===== src/hdl/ttf_pkg.sv =====
// Shared types, constants and arithmetic helpers of the teleoperation twist filter.
package ttf_pkg;

  localparam int FilterOrder = 2;
  localparam int Channels    = 7;
  localparam int DataW       = 32;
  localparam int CfgW        = 48;
  localparam int CfgIdxW     = 3;
  localparam int PeriodW     = 16;
  localparam int QuoW        = 41;

  typedef enum logic [CfgIdxW-1:0] {
    REG_B0, REG_B1, REG_B2, REG_A1, REG_A2, REG_SCALE, REG_DEAD, REG_LIMIT
  } reg_idx_t;

  localparam logic signed [31:0] ResetB0    = 32'sd259201;
  localparam logic signed [31:0] ResetB1    = 32'sd518295;
  localparam logic signed [31:0] ResetB2    = 32'sd259201;
  localparam logic signed [31:0] ResetA1    = -32'sd2099809511;
  localparam logic signed [31:0] ResetA2    = 32'sd1027034055;
  localparam logic [30:0]        ResetScale = 31'd655360;
  localparam logic [15:0]        ResetDead  = 16'd73;
  localparam logic [47:0]        ResetLimit = 48'd13107200;

  // 2e6 = 15625 * 2^7
  localparam logic [13:0] RateMul = 14'd15625;
  localparam logic signed [63:0] RoundHalf = 64'sh0000_0000_2000_0000;

  typedef enum logic [4:0] {
    S_IDLE, S_XMUL, S_XSET, S_RD, S_RDW, S_MAC, S_MACW, S_Y, S_WR,
    S_QMUL, S_QW, S_RATE1, S_RATE2, S_DIV, S_RATE3, S_FMUL, S_FW, S_FIN
  } state_t;

  typedef struct packed {
    logic [1:0] i1;
    logic [1:0] i2;
    logic       neg;
  } qterm_t;

  // Quaternion component order: x, y, z, w. Groups give ang_z, ang_y, ang_x.
  function automatic qterm_t quat_term(input logic [3:0] k);
    qterm_t r;
    case (k)
      4'd0:    r = '{i1: 2'd3, i2: 2'd0, neg: 1'b0};
      4'd1:    r = '{i1: 2'd0, i2: 2'd3, neg: 1'b1};
      4'd2:    r = '{i1: 2'd1, i2: 2'd2, neg: 1'b1};
      4'd3:    r = '{i1: 2'd2, i2: 2'd1, neg: 1'b0};
      4'd4:    r = '{i1: 2'd3, i2: 2'd1, neg: 1'b0};
      4'd5:    r = '{i1: 2'd0, i2: 2'd2, neg: 1'b0};
      4'd6:    r = '{i1: 2'd1, i2: 2'd3, neg: 1'b1};
      4'd7:    r = '{i1: 2'd2, i2: 2'd0, neg: 1'b1};
      4'd8:    r = '{i1: 2'd3, i2: 2'd2, neg: 1'b0};
      4'd9:    r = '{i1: 2'd0, i2: 2'd1, neg: 1'b1};
      4'd10:   r = '{i1: 2'd1, i2: 2'd0, neg: 1'b0};
      4'd11:   r = '{i1: 2'd2, i2: 2'd3, neg: 1'b1};
      default: r = '{i1: 2'd0, i2: 2'd0, neg: 1'b0};
    endcase
    return r;
  endfunction

  function automatic logic signed [63:0] sadd64(input logic signed [63:0] a,
                                                input logic signed [63:0] b);
    logic signed [63:0] s;
    s = a + b;
    if (!a[63] && !b[63] && s[63]) return 64'sh7fff_ffff_ffff_ffff;
    if (a[63] && b[63] && !s[63]) return 64'sh8000_0000_0000_0000;
    return s;
  endfunction

  function automatic logic signed [31:0] sat32(input logic signed [63:0] v);
    if (v > 64'sd2147483647) return 32'sh7fff_ffff;
    if (v < -64'sd2147483648) return 32'sh8000_0000;
    return v[31:0];
  endfunction

  function automatic logic signed [31:0] neg32(input logic signed [31:0] v);
    if (v == 32'sh8000_0000) return 32'sh7fff_ffff;
    return -v;
  endfunction

endpackage


===== src/hdl/ttf_div.sv =====
// Restoring divider, one quotient bit per cycle.
module ttf_div #(
  parameter int QW = ttf_pkg::QuoW,
  parameter int DW = ttf_pkg::PeriodW
) (
  input  logic          clk,
  input  logic          rst,
  input  logic          start,
  input  logic [QW-1:0] dividend,
  input  logic [DW-1:0] divisor,
  output logic          done,
  output logic [QW-1:0] quotient
);

  localparam int CW = $clog2(QW);

  logic [QW-1:0] dvd;
  logic [DW-1:0] rem;
  logic [DW-1:0] dsr;
  logic [CW-1:0] cnt;
  logic          busy;
  logic [DW:0]   r2;
  logic [DW:0]   diff;
  logic          ge;

  assign r2       = {rem, dvd[QW-1]};
  assign diff     = r2 - {1'b0, dsr};
  assign ge       = r2 >= {1'b0, dsr};
  assign quotient = dvd;

  always_ff @(posedge clk) begin
    if (rst) begin
      busy <= 1'b0;
      done <= 1'b0;
      cnt  <= '0;
    end else begin
      done <= 1'b0;
      if (start) begin
        busy <= 1'b1;
        cnt  <= '0;
      end else if (busy) begin
        cnt <= cnt + CW'(1);
        if (cnt == CW'(QW - 1)) begin
          busy <= 1'b0;
          done <= 1'b1;
        end
      end
    end
  end

  always_ff @(posedge clk) begin
    if (start) begin
      dvd <= dividend;
      rem <= '0;
      dsr <= divisor;
    end else if (busy) begin
      dvd <= {dvd[QW-2:0], ge};
      rem <= ge ? diff[DW-1:0] : r2[DW-1:0];
    end
  end

endmodule


===== config.mk =====
export PLATFORM = sky130hd
export DESIGN_NAME = ttf_div
export DESIGN_NICKNAME = d
export VERILOG_FILES = /design/src/hdl/ttf_pkg.sv /design/src/hdl/ttf_div.sv
export SDC_FILE = /design/constraint.sdc
export NUM_CORES = 1
export LEC_CHECK = 0
export BUFFER_PORTS_ARGS = -buffer_cell sky130_fd_sc_hd__buf_2
export CAP_MARGIN = 40
export CORE_ASPECT_RATIO = 2
export CORE_MARGIN = 2
export CORE_UTILIZATION = 54
export DETAILED_ROUTE_END_ITERATION = 8
export PLACE_DENSITY = 0.92
export SLEW_MARGIN = 10
export SYNTH_ARGS = -nofsm -noshare
export SYNTH_HDL_FRONTEND = slang
export SYNTH_SLANG_ARGS = --single-unit

===== constraint.sdc =====
create_clock -name clk -period 3 [get_ports clk]
set_clock_uncertainty 0.15 [all_clocks]
set_input_delay 0.3 -clock clk [delete_from_list [all_inputs] [get_ports clk]]
set_output_delay 0.3 -clock clk [all_outputs]
set_load 0.1 [all_outputs]

==> metrics <==
Final TNS setup=0 ns; Final Wtd Congestion=0.836; Clock Latency Late Sink=0.34 ns; setup violators final=0; Final Util=0.689; Max IR drop VDD=0.000539 V; grt total ovfl=0; maximum root-to-sink buffer count=2; n_diodes=0; DR vias/cell=5.71; die height=128 um; WP data arrival=2.83 ns; hold path depth=1; Remaining DRCs=0; clk sink count=81; Final period util=0.910; Worst R2R Path Depth=8; Power Total=3.37 mW; Root Driver=clkbuf_16; Initial Utilization=0.551; Final #Nets=542; initial antenna violation count=0; crit path kind=flop to flop; CTS Buf Count=9; Synth Register Bits=81; global-route wire length before repair=16,200 um; crit path max fanout=17; first drt pass iteration count=4; die width=66.0 um; fin. max-slew vios=0; worst hold margin=0.0232 ns; worst slew pin tran=0.730 ns; Synth warnings=0; io pins=102; max-cap viol count=0; Final Hold Fails=0; Worst Slack Setup Final=0.269 ns; via count=3,207; Seq/Total Area, Yosys=0.528; vias in the first global route=3,417; Mapped Area=4150 um2; dpl ws=0.337 ns; CTS tree=yes; H-tree levels=3; cell row count=45; Synth Instances=345; Core Area=7540 um2; worst hold path type=primary input to flop; relative slew slack=0.512; wire per inst=18.0 um; I/O Buffers=101; Cell variety after synth=48; Routed Antenna Nets=0; clk slew on worst S/H paths=0.06 ns; share of layout cells above drive strength 1=0.368; PD cells=647 nW/um2; Synth Area per Inst=12.0 um2; critical path capture point type=flop; FMAX=0.366 GHz; largest net degree at the start of global routing=48; Req. time, crit path=3.10 ns; hpwl dp=6810 um; 1st-iter DRT viols=130; Area Overhead vs Synth=25.2%; routed wire length=10,100 um; die area=8450 um2; shortest period the worst path allows=2.73 ns; gr usage total=0.257; Leak=2.26 nW; Syn Nets=424; RSZ-0062 raised after global routing=false; outcome=finished clean; kind of start point of the critical path=flop
==> logic make-up (layout without fill, tap and decap cells) <==
family / count (synthesis) / count (layout) / synth area share
and+or+nand+nor: 81 / 81 / 0.0979
buffers and inverters: 36 / 159 / 0.0367
adders and majority gates: 19 / 19 / 0.0590
DFF: 81 / 81 / 0.528
muxes: 57 / 57 / 0.151
AOI/OAI and AO/OA: 56 / 56 / 0.0961
xor gates and xnor gates: 15 / 15 / 0.0316
==> final cells by class <==
cell class,count,area (um2)
multi-input combinational,228,1810
tap,94,118
sequential,81,2190
clock inverter,5,55.1
fill,513,2340
timing repair buffer,121,696
clock buffer,11,243
inverter,22,82.6
==> cells in the mapped netlist (all sizes together) <==
cell type	number	share of area
nor3	5	0.0060
and2	2	0.0030
o21bai	1	0.0018
a21oi	13	0.020
a2111o	1	0.0027
nand3b	2	0.0036
nand4	3	0.0045
nand3	6	0.0072
a21o	2	0.0036
xnor2	10	0.021
and4	1	0.0021
edfxtp	57	0.41
or3	1	0.0015
mux2i	15	0.036
xor2	5	0.011
ha	18	0.054
dfxtp	24	0.12
buf	5	0.0087
o41ai	2	0.0042
nand2	18	0.016
inv	22	0.020
mux2	42	0.11
fa	1	0.0048
a21boi	1	0.0018
and4b	1	0.0024
nor4bb	1	0.0024
a211o	2	0.0042
or2	2	0.0030
o21a	3	0.0054
a31oi	5	0.0075
o21ai	12	0.014
a211oi	10	0.020
o31ai	4	0.0096
nand2b	5	0.0075
nor2b	4	0.0060
nor2	28	0.029
clkbuf	9	0.0081
nor4	2	0.0030
==> registers in the layout, summed over array words and instances, names as in the netlist <==
register  cells
quotient     41
cnt           6
rem          16
dsr          16
done          1
busy          1
==> cell usage in the layout (no fill, tap or decap), types with 3 or more instances in the layout <==
cell type and n:
dfxtp_1 24, dlygate4sd3_1 16, nand4_1 3, ha_1 18, buf_2 101, o21a_1 3
a211oi_2 3, o21ai_0 5, o21ai_1 7, mux2i_1 15, nand2_1 18, nand3_1 6
edfxtp_1 57, nor2_1 27, a211oi_1 7, mux2_2 40, nor3_1 5, a31oi_1 5
inv_1 22, buf_4 4, nor2b_1 4, nand2b_1 5, clkbuf_16 9, xnor2_1 10
xor2_1 5, a21oi_1 10
==> final timing paths <==
kind / to / slack [ns] / start
worst max register to register: rem[0] / 0.27 / dsr[12]
worst min-delay path: dsr[7] / 0.02 / divisor[7]
worst max-delay path: rem[0] / 0.27 / dsr[12]
worst min register to register: rem[7] / 0.33 / rem[7]
==> report_power, final <==
group	internal (mW)	leakage [nW]	switching [mW]
clock network	0.664	0.142	0.433
logic	0.240	1.35	0.670
registers	1.31	0.765	0.0519
==> critical path: stages, from the launching register on <==
cell and delay (ns):
edfxtp_1 0.32, inv_1 0.04, ha_1 0.36, a21oi_2 0.25, o21ai_1 0.13, a2111o_1 0.48, nor2_8 0.35, mux2_4 0.34
a211oi_2 0.22
==> routing by layer <==
layer  share of wire  GRT usage  routed length [um]  vias up
met4           0.036      0.122                 359        0
met2            0.56      0.468                5700      141
met1            0.34      0.264                3410     1537
li1                -          -                   -     1497
met3           0.062     0.0694                 626       32
met5               0          0                   0        -
==> stage by stage <==
step	instance area, um2	instances
2_1_floorplan	4160	345
3_3_place_gp	4740	530
3_5_place_dp	4740	530
4_1_cts	5200	562
5_1_grt	5200	562
6_report	5200	562
==> timing repair <==
item | CTS | global route
hold endpoints to repair | 16 | 0
hold buffers | 16 | 0
setup buffers | 0 | 0
resized for setup | 0 | 0
No activity file was read; power rests on OpenSTA's default activity.
