**src/hdl/ttf_pkg.sv**
```systemverilog
// Shared types, constants and arithmetic helpers of the teleoperation twist filter.
package ttf_pkg;

  localparam int FilterOrder = 2;
  localparam int Channels    = 7;
  localparam int DataW       = 32;
  localparam int CfgW        = 48;
  localparam int CfgIdxW     = 3;
  localparam int PeriodW     = 16;
  localparam int QuoW        = 41;

  typedef enum logic [CfgIdxW-1:0] {
    REG_B0, REG_B1, REG_B2, REG_A1, REG_A2, REG_SCALE, REG_DEAD, REG_LIMIT
  } reg_idx_t;

  localparam logic signed [31:0] ResetB0    = 32'sd259201;
  localparam logic signed [31:0] ResetB1    = 32'sd518295;
  localparam logic signed [31:0] ResetB2    = 32'sd259201;
  localparam logic signed [31:0] ResetA1    = -32'sd2099809511;
  localparam logic signed [31:0] ResetA2    = 32'sd1027034055;
  localparam logic [30:0]        ResetScale = 31'd655360;
  localparam logic [15:0]        ResetDead  = 16'd73;
  localparam logic [47:0]        ResetLimit = 48'd13107200;

  // 2e6 = 15625 * 2^7
  localparam logic [13:0] RateMul = 14'd15625;
  localparam logic signed [63:0] RoundHalf = 64'sh0000_0000_2000_0000;

  typedef enum logic [4:0] {
    S_IDLE, S_XMUL, S_XSET, S_RD, S_RDW, S_MAC, S_MACW, S_Y, S_WR,
    S_QMUL, S_QW, S_RATE1, S_RATE2, S_DIV, S_RATE3, S_FMUL, S_FW, S_FIN
  } state_t;

  typedef struct packed {
    logic [1:0] i1;
    logic [1:0] i2;
    logic       neg;
  } qterm_t;

  // Quaternion component order: x, y, z, w. Groups give ang_z, ang_y, ang_x.
  function automatic qterm_t quat_term(input logic [3:0] k);
    qterm_t r;
    case (k)
      4'd0:    r = '{i1: 2'd3, i2: 2'd0, neg: 1'b0};
      4'd1:    r = '{i1: 2'd0, i2: 2'd3, neg: 1'b1};
      4'd2:    r = '{i1: 2'd1, i2: 2'd2, neg: 1'b1};
      4'd3:    r = '{i1: 2'd2, i2: 2'd1, neg: 1'b0};
      4'd4:    r = '{i1: 2'd3, i2: 2'd1, neg: 1'b0};
      4'd5:    r = '{i1: 2'd0, i2: 2'd2, neg: 1'b0};
      4'd6:    r = '{i1: 2'd1, i2: 2'd3, neg: 1'b1};
      4'd7:    r = '{i1: 2'd2, i2: 2'd0, neg: 1'b1};
      4'd8:    r = '{i1: 2'd3, i2: 2'd2, neg: 1'b0};
      4'd9:    r = '{i1: 2'd0, i2: 2'd1, neg: 1'b1};
      4'd10:   r = '{i1: 2'd1, i2: 2'd0, neg: 1'b0};
      4'd11:   r = '{i1: 2'd2, i2: 2'd3, neg: 1'b1};
      default: r = '{i1: 2'd0, i2: 2'd0, neg: 1'b0};
    endcase
    return r;
  endfunction

  function automatic logic signed [63:0] sadd64(input logic signed [63:0] a,
                                                input logic signed [63:0] b);
    logic signed [63:0] s;
    s = a + b;
    if (!a[63] && !b[63] && s[63]) return 64'sh7fff_ffff_ffff_ffff;
    if (a[63] && b[63] && !s[63]) return 64'sh8000_0000_0000_0000;
    return s;
  endfunction

  function automatic logic signed [31:0] sat32(input logic signed [63:0] v);
    if (v > 64'sd2147483647) return 32'sh7fff_ffff;
    if (v < -64'sd2147483648) return 32'sh8000_0000;
    return v[31:0];
  endfunction

  function automatic logic signed [31:0] neg32(input logic signed [31:0] v);
    if (v == 32'sh8000_0000) return 32'sh7fff_ffff;
    return -v;
  endfunction

endpackage

```
**src/hdl/ttf_ram.sv**
```systemverilog
// Generic single-write, single-read RAM with registered read data.
module ttf_ram #(
  parameter int WIDTH = ttf_pkg::DataW,
  parameter int DEPTH = ttf_pkg::Channels * ttf_pkg::FilterOrder
) (
  input  logic                     clk,
  input  logic                     we,
  input  logic [$clog2(DEPTH)-1:0] waddr,
  input  logic [WIDTH-1:0]         wdata,
  input  logic [$clog2(DEPTH)-1:0] raddr,
  output logic [WIDTH-1:0]         rdata
);

  logic [WIDTH-1:0] mem [DEPTH];

  always_ff @(posedge clk) begin
    if (we) begin
      mem[waddr] <= wdata;
    end
    rdata <= mem[raddr];
  end

endmodule

```
**config.mk**
```make
export PLATFORM = sky130hd
export DESIGN_NAME = ttf_ram
export DESIGN_NICKNAME = d
export VERILOG_FILES = /design/src/hdl/ttf_pkg.sv /design/src/hdl/ttf_ram.sv
export SDC_FILE = /design/constraint.sdc
export NUM_CORES = 1
export LEC_CHECK = 0
export ABC_AREA = 1
export BUFFER_PORTS_ARGS = -buffer_cell sky130_fd_sc_hd__buf_2
export CAP_MARGIN = 20
export CORE_MARGIN = 1.5
export CORE_UTILIZATION = 40
export DETAILED_ROUTE_END_ITERATION = 12
export GPL_TIMING_DRIVEN = 1
export REMOVE_ABC_BUFFERS = 1
export SYNTH_ARGS = -nofsm -noshare
export SYNTH_HDL_FRONTEND = slang
export SYNTH_SLANG_ARGS = --single-unit
```
**constraint.sdc**
```tcl
create_clock -name clk -period 2.45 [get_ports clk]
set_input_delay 0.49 -clock clk [delete_from_list [all_inputs] [get_ports clk]]
set_output_delay 0.49 -clock clk [all_outputs]
set_load 0.02 [all_outputs]
```
==> summary.md, run 1 <==
| Metric | Value |
|---|---|
| Clk sinks | `480` |
| Mapped Avg Cell Area | `11.2 µm²` |
| Largest net degree at the start of global routing | `approximately 120` |
| CTS tree | `yes` |
| Period utilization | `0.672` |
| Status | `complete, no violations` |
| Register bit count reported by yosys | `480` |
| Startpoint types | `flip-flop` |
| FP Rows | `80` |
| Final global-route overflow total | `0` |
| Final setup violation count | `0` |
| Final Skew | `approximately 0.010 ns` |
| Placer congestion estimate | `0.732` |
| # DRC | `0` |
| Yosys top cell by area | `edfxtp_1` |
| Critical Path Max Stage Delay | `0.38 ns` |
| Comb power frac | `0.063` |
| Fin. Hold Viols | `0` |
| YS warnings | `0` |
| Critical path's top delay family | `flip-flops` |
| CTS H-tree depth | `2` |
| Initial Utilization | `0.406` |
| Seq pwr share | `0.527` |
| Routed Antenna Nets | `0` |
| First-pass GRT wire length | `slightly below 70 mm` |
| Finished Layout Cells | `2,464` |
| WHS Path Cells | `1` |
| DRT Pass-1 Iters | `5` |
| Power Density | `roughly 800 mW/mm²` |
| Mapped cell area | `0.0194 mm²` |
| Worst Slack Setup Final | `0.802 ns` |
| Arr. time, crit path | `1.16 ns` |
| Vias per cell | `between 4 and 5` |
| Fin. max-slew vios | `0` |
| DIE AREA | `approximately 0.05 mm²` |
| P_sw | `between 3 and 4 mW` |
| Critical Path Fanout Max | `1` |
| Number of port buffers | `73` |
| Max clock buf depth | `3` |
| VDD IR max | `0.000425 V` |
| Critical path, cell by cell | `buf_2` |
| Post-Place Setup Slack | `0.569 ns` |
| CTS Hold Bufs | `0` |
| Per-cell routed wire length | `17.9 µm` |
| RSZ-0062 raised after global routing | `no` |
| Worst setup path class | `flip-flop to output pin` |
| Via Count | `12,100` |
| R2R cell count | `6` |
| Clk Latency, worst-skew pair | `approximately 0.57 ns` |
| Synth cell count leaders | `nand2_1 (650), edfxtp_1 (448), nand3_1 (248)` |
| Distinct cell type count after synthesis | `15` |
| Worst Hold Path EP | `mem[11][4]` |
| Gates resized, CTS repair | `0` |
| Hold path start | `wdata[4]` |
| DRT Wirelength | `~44 mm` |
| CTS root buffer | `clkbuf_16` |
| RR Endpoint | `rdata[20]` |
| Power Total | `17.5 mW` |
| Nets | `approximately 1,900` |
| Num CTS Buffers | `slightly below 50` |
| Postcts setup bufs | `0` |
| CP max-delay cell | `dfxtp_1` |
| Switching Share | `0.218` |
| Number of global-route vias before repair | `~12,000` |
| Worst Hold Class | `primary input to flip-flop` |
| Top_reg_cell synth | `edfxtp_1` |
| Core outline area | `between 0.04 and 0.05 mm²` |
| GRT Util Overall | `0.180` |
| Detailed Route Iter0 Violations | `between 800 and 900` |
| Top-count cell post-synth | `nand2_1` |
| Leak | `8.98 nW` |
| Placed insts | `2,375` |
| Top cells by area, synth | `edfxtp_1 (69%), nand2_1 (13%), nand3_1 (6.4%)` |
| Max Freq | `~610 MHz` |
| Clock network power share | `0.410` |
| Diodes inserted | `0` |
| Sequential-to-total area share from yosys stat | `0.727` |
| HPWL after DPL | `22.7 mm` |
| Syn Inst Count | `1,739` |
| Tightest Pin Transition | `between 0.6 and 0.7 ns` |
| Synth top area share | `0.694` |
| Async set-reset flop share out of synthesis | `0` |
| Die Ht | `223 µm` |
| Worst Path Buf+Inv | `1` |
| Element type at the critical path end | `output pin` |
| RR Startpoint | `mem[10][20]` |
| R2r setup slk | `roughly 1.4 ns` |
| Relative slew slack | `0.550` |
| Crit path required time | `just under 2 ns` |
| Max cap viols | `0` |
| Post-route minimum period | `approximately 1.6 ns` |
| I/O pins | `74` |
| Initial antenna violation count | `0` |
| Post-synth EDFFs | `between 400 and 500` |
| P&R area growth vs syn | `14.8%` |
| Cell internal pwr | `13.7 mW` |
| Clock-pin slew on the worst setup and hold paths | `0.06 ns` |
| Fraction of layout cells with a size suffix above 1 | `0.107` |
| Chip Width | `around 220 µm` |
-- cells by family after synthesis --
| family | count (synthesis) | synth area share |
|---|---|---|
| flops | 480 | 0.727 |
| simple gates | 914 | 0.193 |
| compound gates | 56 | 0.0145 |
| buf+inv | 289 | 0.0659 |
-- flip-flops by register name, indices dropped and copies added, names as in the netlist --
| register | cells |
|---|---|
| rdata | 32 |
| mem | 448 |
-- per-stage QoR --
| stage | area, µm² | util | setup TNS [ns] | hold WS [ns] |
|---|---|---|---|---|
| after floorplan | 18900 | - | -3.25 | 0.546 |
| after global placement | 20700 | 0.434 | 0 | 0.565 |
| after detailed placement | 20700 | 0.434 | 0 | 0.577 |
| after CTS | 22300 | 0.466 | 0 | 0.247 |
| after global routing | 22300 | 0.466 | 0 | 0.272 |
| final | 22300 | 0.466 | 0 | 0.283 |
-- per-layer routing --
metal	track usage	part of all wire	wire [µm]
met5	0	0	0
met3	0.0265	0.041	1820
met1	0.235	0.44	19700
met4	0.0630	0.026	1150
met2	0.307	0.49	21600
-- final cells by class --
| type | instances | area [µm²] |
|---|---|---|
| fill | 4256 | 25500 |
| sequential | 480 | 14100 |
| multi-input combinational | 970 | 4130 |
| clock buffer | 79 | 1440 |
| timing repair buffer | 111 | 972 |
| tap | 615 | 769 |
| inverter | 199 | 754 |
| clock inverter | 10 | 104 |
-- how the worst max path moves through the flow --
stage,endpoint,cells after the start,start,slack (ns)
final,rdata[27],1,rdata[27],0.80
after global routing,rdata[27],1,rdata[27],0.77
after CTS,rdata[27],1,rdata[27],0.76
after detailed placement,rdata[9],8,raddr[0],0.57
after global placement,rdata[9],8,raddr[0],0.60
after floorplan,mem[4][0],4,waddr[2],-0.02
-- power groups by stage --
stage / Combinational, mW / Sequential [mW] / Clock (mW)
final: 1.10 / 9.23 / 7.18
after detailed placement: 1.12 / 9.41 / 0
after floorplan: 0.464 / 9.47 / 0
after global placement: 1.11 / 9.40 / 0
after global routing: 1.23 / 9.25 / 7.60
after CTS: 1.12 / 9.24 / 7.33
-- cells in the final DEF (no fill, tap or decap) --
cell type,instances
clkbuf_16,49
inv_4,1
nor2_1,2
clkinv_2,5
buf_2,71
buf_4,14
clkinv_1,1
clkbuf_1,20
inv_2,2
buf_12,25
nand2_1,650
clkbuf_8,10
bufinv_16,2
clkinvlp_4,2
nand3_1,248
dfxtp_1,32
a21oi_1,42
edfxtp_1,448
o21ai_1,14
nor2_4,14
buf_6,1
inv_1,195
inv_6,1
No activity file was read; power rests on OpenSTA's default activity.
==> run 2, diff against run 1 <==
ABC_AREA = 0   (was 1)
clock period = 1.65 ns   (was 2.45 ns; I/O delays follow)
==> run 2 against run 1 <==
  * Final cell count fell by 37%
  * First-iteration DRC count fell by 28%
  * Clock-buffer cell count fell by 13
  * Combinational power rose by 29%
  * Worst hold slack got worse by 0.17 ns
  * Flip-flop and latch count did not move
  * Highest routed layer is now met5
  * Non-clock buffer count rose by 33
  * Final area fell by 4.8%
  * Core utilization rose by 2.3 points
  * Die area fell by 8.9%
==> summary.md, run 2 <==
| Metric | Value |
|---|---|
| Status | `complete, no violations` |
| # fillers | `~3,500` |
| DRT Wirelength | `35.0 mm` |
| Num CTS Buffers | `roughly 50` |
| Relative slew slack | `0.719` |
| Period utilization | `0.895` |
| FP Rows | `76` |
| Number of global-route vias before repair | `~8,700` |
| Clk Latency, worst-skew pair | `around 0.58 ns` |
| Fraction of layout cells with a size suffix above 1 | `0.378` |
| Commonest non-fill, non-tap cell in the layout | `edfxtp_1` |
| Clock-pin slew on the worst setup and hold paths | `0.06 ns` |
| RSZ-0062 raised after global routing | `no` |
| Via Count | `between 8,000 and 9,000` |
| Post-route minimum period | `~1.5 ns` |
| Top-count cell post-synth | `edfxtp_1` |
| Setup TNS | `0 ns` |
| Worst Hold Class | `primary input to flip-flop` |
| CP max-delay cell | `dfxtp_1` |
| Hold path start | `wdata[21]` |
| Final setup violation count | `0` |
| GRT Util Overall | `0.162` |
| CTS H-tree depth | `2` |
| Mapped cell area | `between 0.015 and 0.02 mm²` |
| Tightest Pin Transition | `~0.42 ns` |
| Design Area, Final | `roughly 0.021 mm²` |
| Chip Width | `between 200 and 250 µm` |
| DIE AREA | `around 0.045 mm²` |
| Leak | `6.92 nW` |
| Gates resized, CTS repair | `0` |
| # DRC | `0` |
| P&R area growth vs syn | `20.1%` |
| R2r setup slk | `~0.22 ns` |
| Worst Path Buf+Inv | `1` |
| Max clock buf depth | `3` |
| Placer congestion estimate | `between 0.7 and 0.8` |
| I/O pins | `74` |
| Core outline area | `approximately 0.043 mm²` |
| Initial Utilization | `0.408` |
| Largest register FFs | `about 450` |
| Post-synth EDFFs | `roughly 450` |
| Critical Path Max Stage Delay | `0.38 ns` |
| Area post-placement | `about 0.02 mm²` |
| Finished Layout Cells | `1,547` |
| Power Density | `1250 mW/mm²` |
| Nets | `just under 1,000` |
| Final global-route overflow total | `0` |
| Routed Antenna Nets | `0` |
| Largest net degree at the start of global routing | `33` |
| Power Total | `26.4 mW` |
| Sequential-to-total area share from yosys stat | `0.799` |
| Mapped Avg Cell Area | `roughly 23 µm²` |
| First-pass GRT wire length | `around 53 mm` |
| Crit path required time | `roughly 1.3 ns` |
| Initial antenna violation count | `1` |
| Max Freq | `677 MHz` |
| Number of port buffers | `73` |
| YS warnings | `0` |
| R2R cell count | `3` |
| Async set-reset flop share out of synthesis | `0` |
| Fin. Hold Viols | `0` |
| VDD IR max | `0.000818 V` |
| CP startpoint | `rdata[29]` |
| Register bit count reported by yosys | `480` |
| Max cap viols | `0` |
| CTS root buffer | `clkbuf_16` |
| Worst Setup EP | `rdata[29]` |
| Fin. max-slew vios | `0` |
| Critical Path Fanout Max | `1` |
| Per-cell routed wire length | `roughly 23 µm` |
| Placed insts | `between 1,000 and 1,500` |
| Top cells by area, synth | `edfxtp_1 (76%), mux4_2 (12%), dfxtp_1 (3.6%)` |
| Final design utilization | `0.490` |
| Syn Inst Count | `between 700 and 800` |
| Vias per cell | `roughly 5.2` |
| Top reg by flops | `mem` |
| Worst setup path class | `flip-flop to output pin` |
| Startpoint types | `flip-flop` |
| CTS Hold Bufs | `0` |
| Die Ht | `between 200 and 250 µm` |
| Critical path's top delay family | `flip-flops` |
| HPWL after DPL | `about 21 mm` |
| Detailed Route Iter0 Violations | `604` |
| Critical path, cell by cell | `buf_2` |
| Largest registers | `mem: 448 flops, rdata: 32 flops` |
| Postcts setup bufs | `0` |
| Final Skew | `between 0.009 and 0.01 ns` |
| CTS tree | `yes` |
| Synth top area share | `0.763` |
| Yosys top cell by area | `edfxtp_1` |
| Most frequent cells in the layout | `edfxtp_1 (448), mux4_2 (96), buf_2 (71)` |
| Arr. time, crit path | `1.15 ns` |
| Diodes inserted | `0` |
| Clk sinks | `between 400 and 500` |
| DRT Pass-1 Iters | `4` |
| RR Startpoint | `mem[11][23]` |
| Distinct cell type count after synthesis | `20` |
| Top_reg_cell synth | `edfxtp_1` |
| Synth cell count leaders | `edfxtp_1 (448), mux4_2 (96)` |
| Element type at the critical path end | `output pin` |
| RR Endpoint | `rdata[23]` |
| Number of cells on the critical path | `1` |
## run 2: changes by cell type after synthesis, sizes merged, moves of 4 or more
cell	previous run	this run
clkbuf	8	17
inv	199	0
nand3	248	1
mux4	0	96
mux2	0	32
a21oi	42	32
mux2i	0	32
o21ai	14	0
buf	82	23
o22ai	0	32
nor3	0	4
nor2	16	10
nand2	650	1
## run 2: final cells by class
class | count | area [µm²] | area share
Clock buffer | 66 | 1380 | 0.0653
Clock inverter | 25 | 285 | 0.0135
Multi-Input combinational cell | 247 | 3420 | 0.161
Sequential cell | 480 | 14100 | 0.665
Tap cell | 585 | 732 | 0.0346
Timing Repair Buffer | 144 | 1270 | 0.0601
## run 2: cells by family after synthesis
kind of cell	count (synthesis)	synth area share
buffers and inverters	40	0.0126
muxes	160	0.161
and+or+nand+nor	23	0.00653
DFF	480	0.799
AOI/OAI and AO/OA	64	0.0204
## run 2: through the flow
step / setup WS (ns) / hold WS, ns
2_1_floorplan: -1.86 / 0.422
3_3_place_gp: -0.177 / 0.659
3_5_place_dp: -0.212 / 0.665
4_1_cts: 0.102 / 0.0817
5_1_grt: 0.110 / 0.0987
6_report: 0.174 / 0.115
## run 2: power by group
part           switching [mW]  leakage [nW]  internal [mW]  total (mW)
clock                    4.47         0.807           6.82        11.3
combinational           0.805          1.80          0.617        1.42
sequential             0.0755          4.32           13.6        13.7
## run 2: how the worst min path moves through the flow
stage | endpoint | slack [ns] | depth (start not counted)
after global placement | rdata[18] | 0.66 | 3
after global routing | mem[11][6] | 0.1 | 1
after CTS | mem[2][9] | 0.08 | 1
after floorplan | rdata[0] | 0.42 | 1
after detailed placement | rdata[14] | 0.66 | 3
final | mem[13][21] | 0.12 | 1
## run 2: per-layer routing
metal | track usage | up-vias | routed length (µm)
met3 | 0.0319 | 52 | 1280
met1 | 0.214 | 4297 | 15200
met5 | 0 | - | 12
met4 | 0.0462 | 2 | 740
li1 | - | 3550 | -
met2 | 0.273 | 144 | 17700
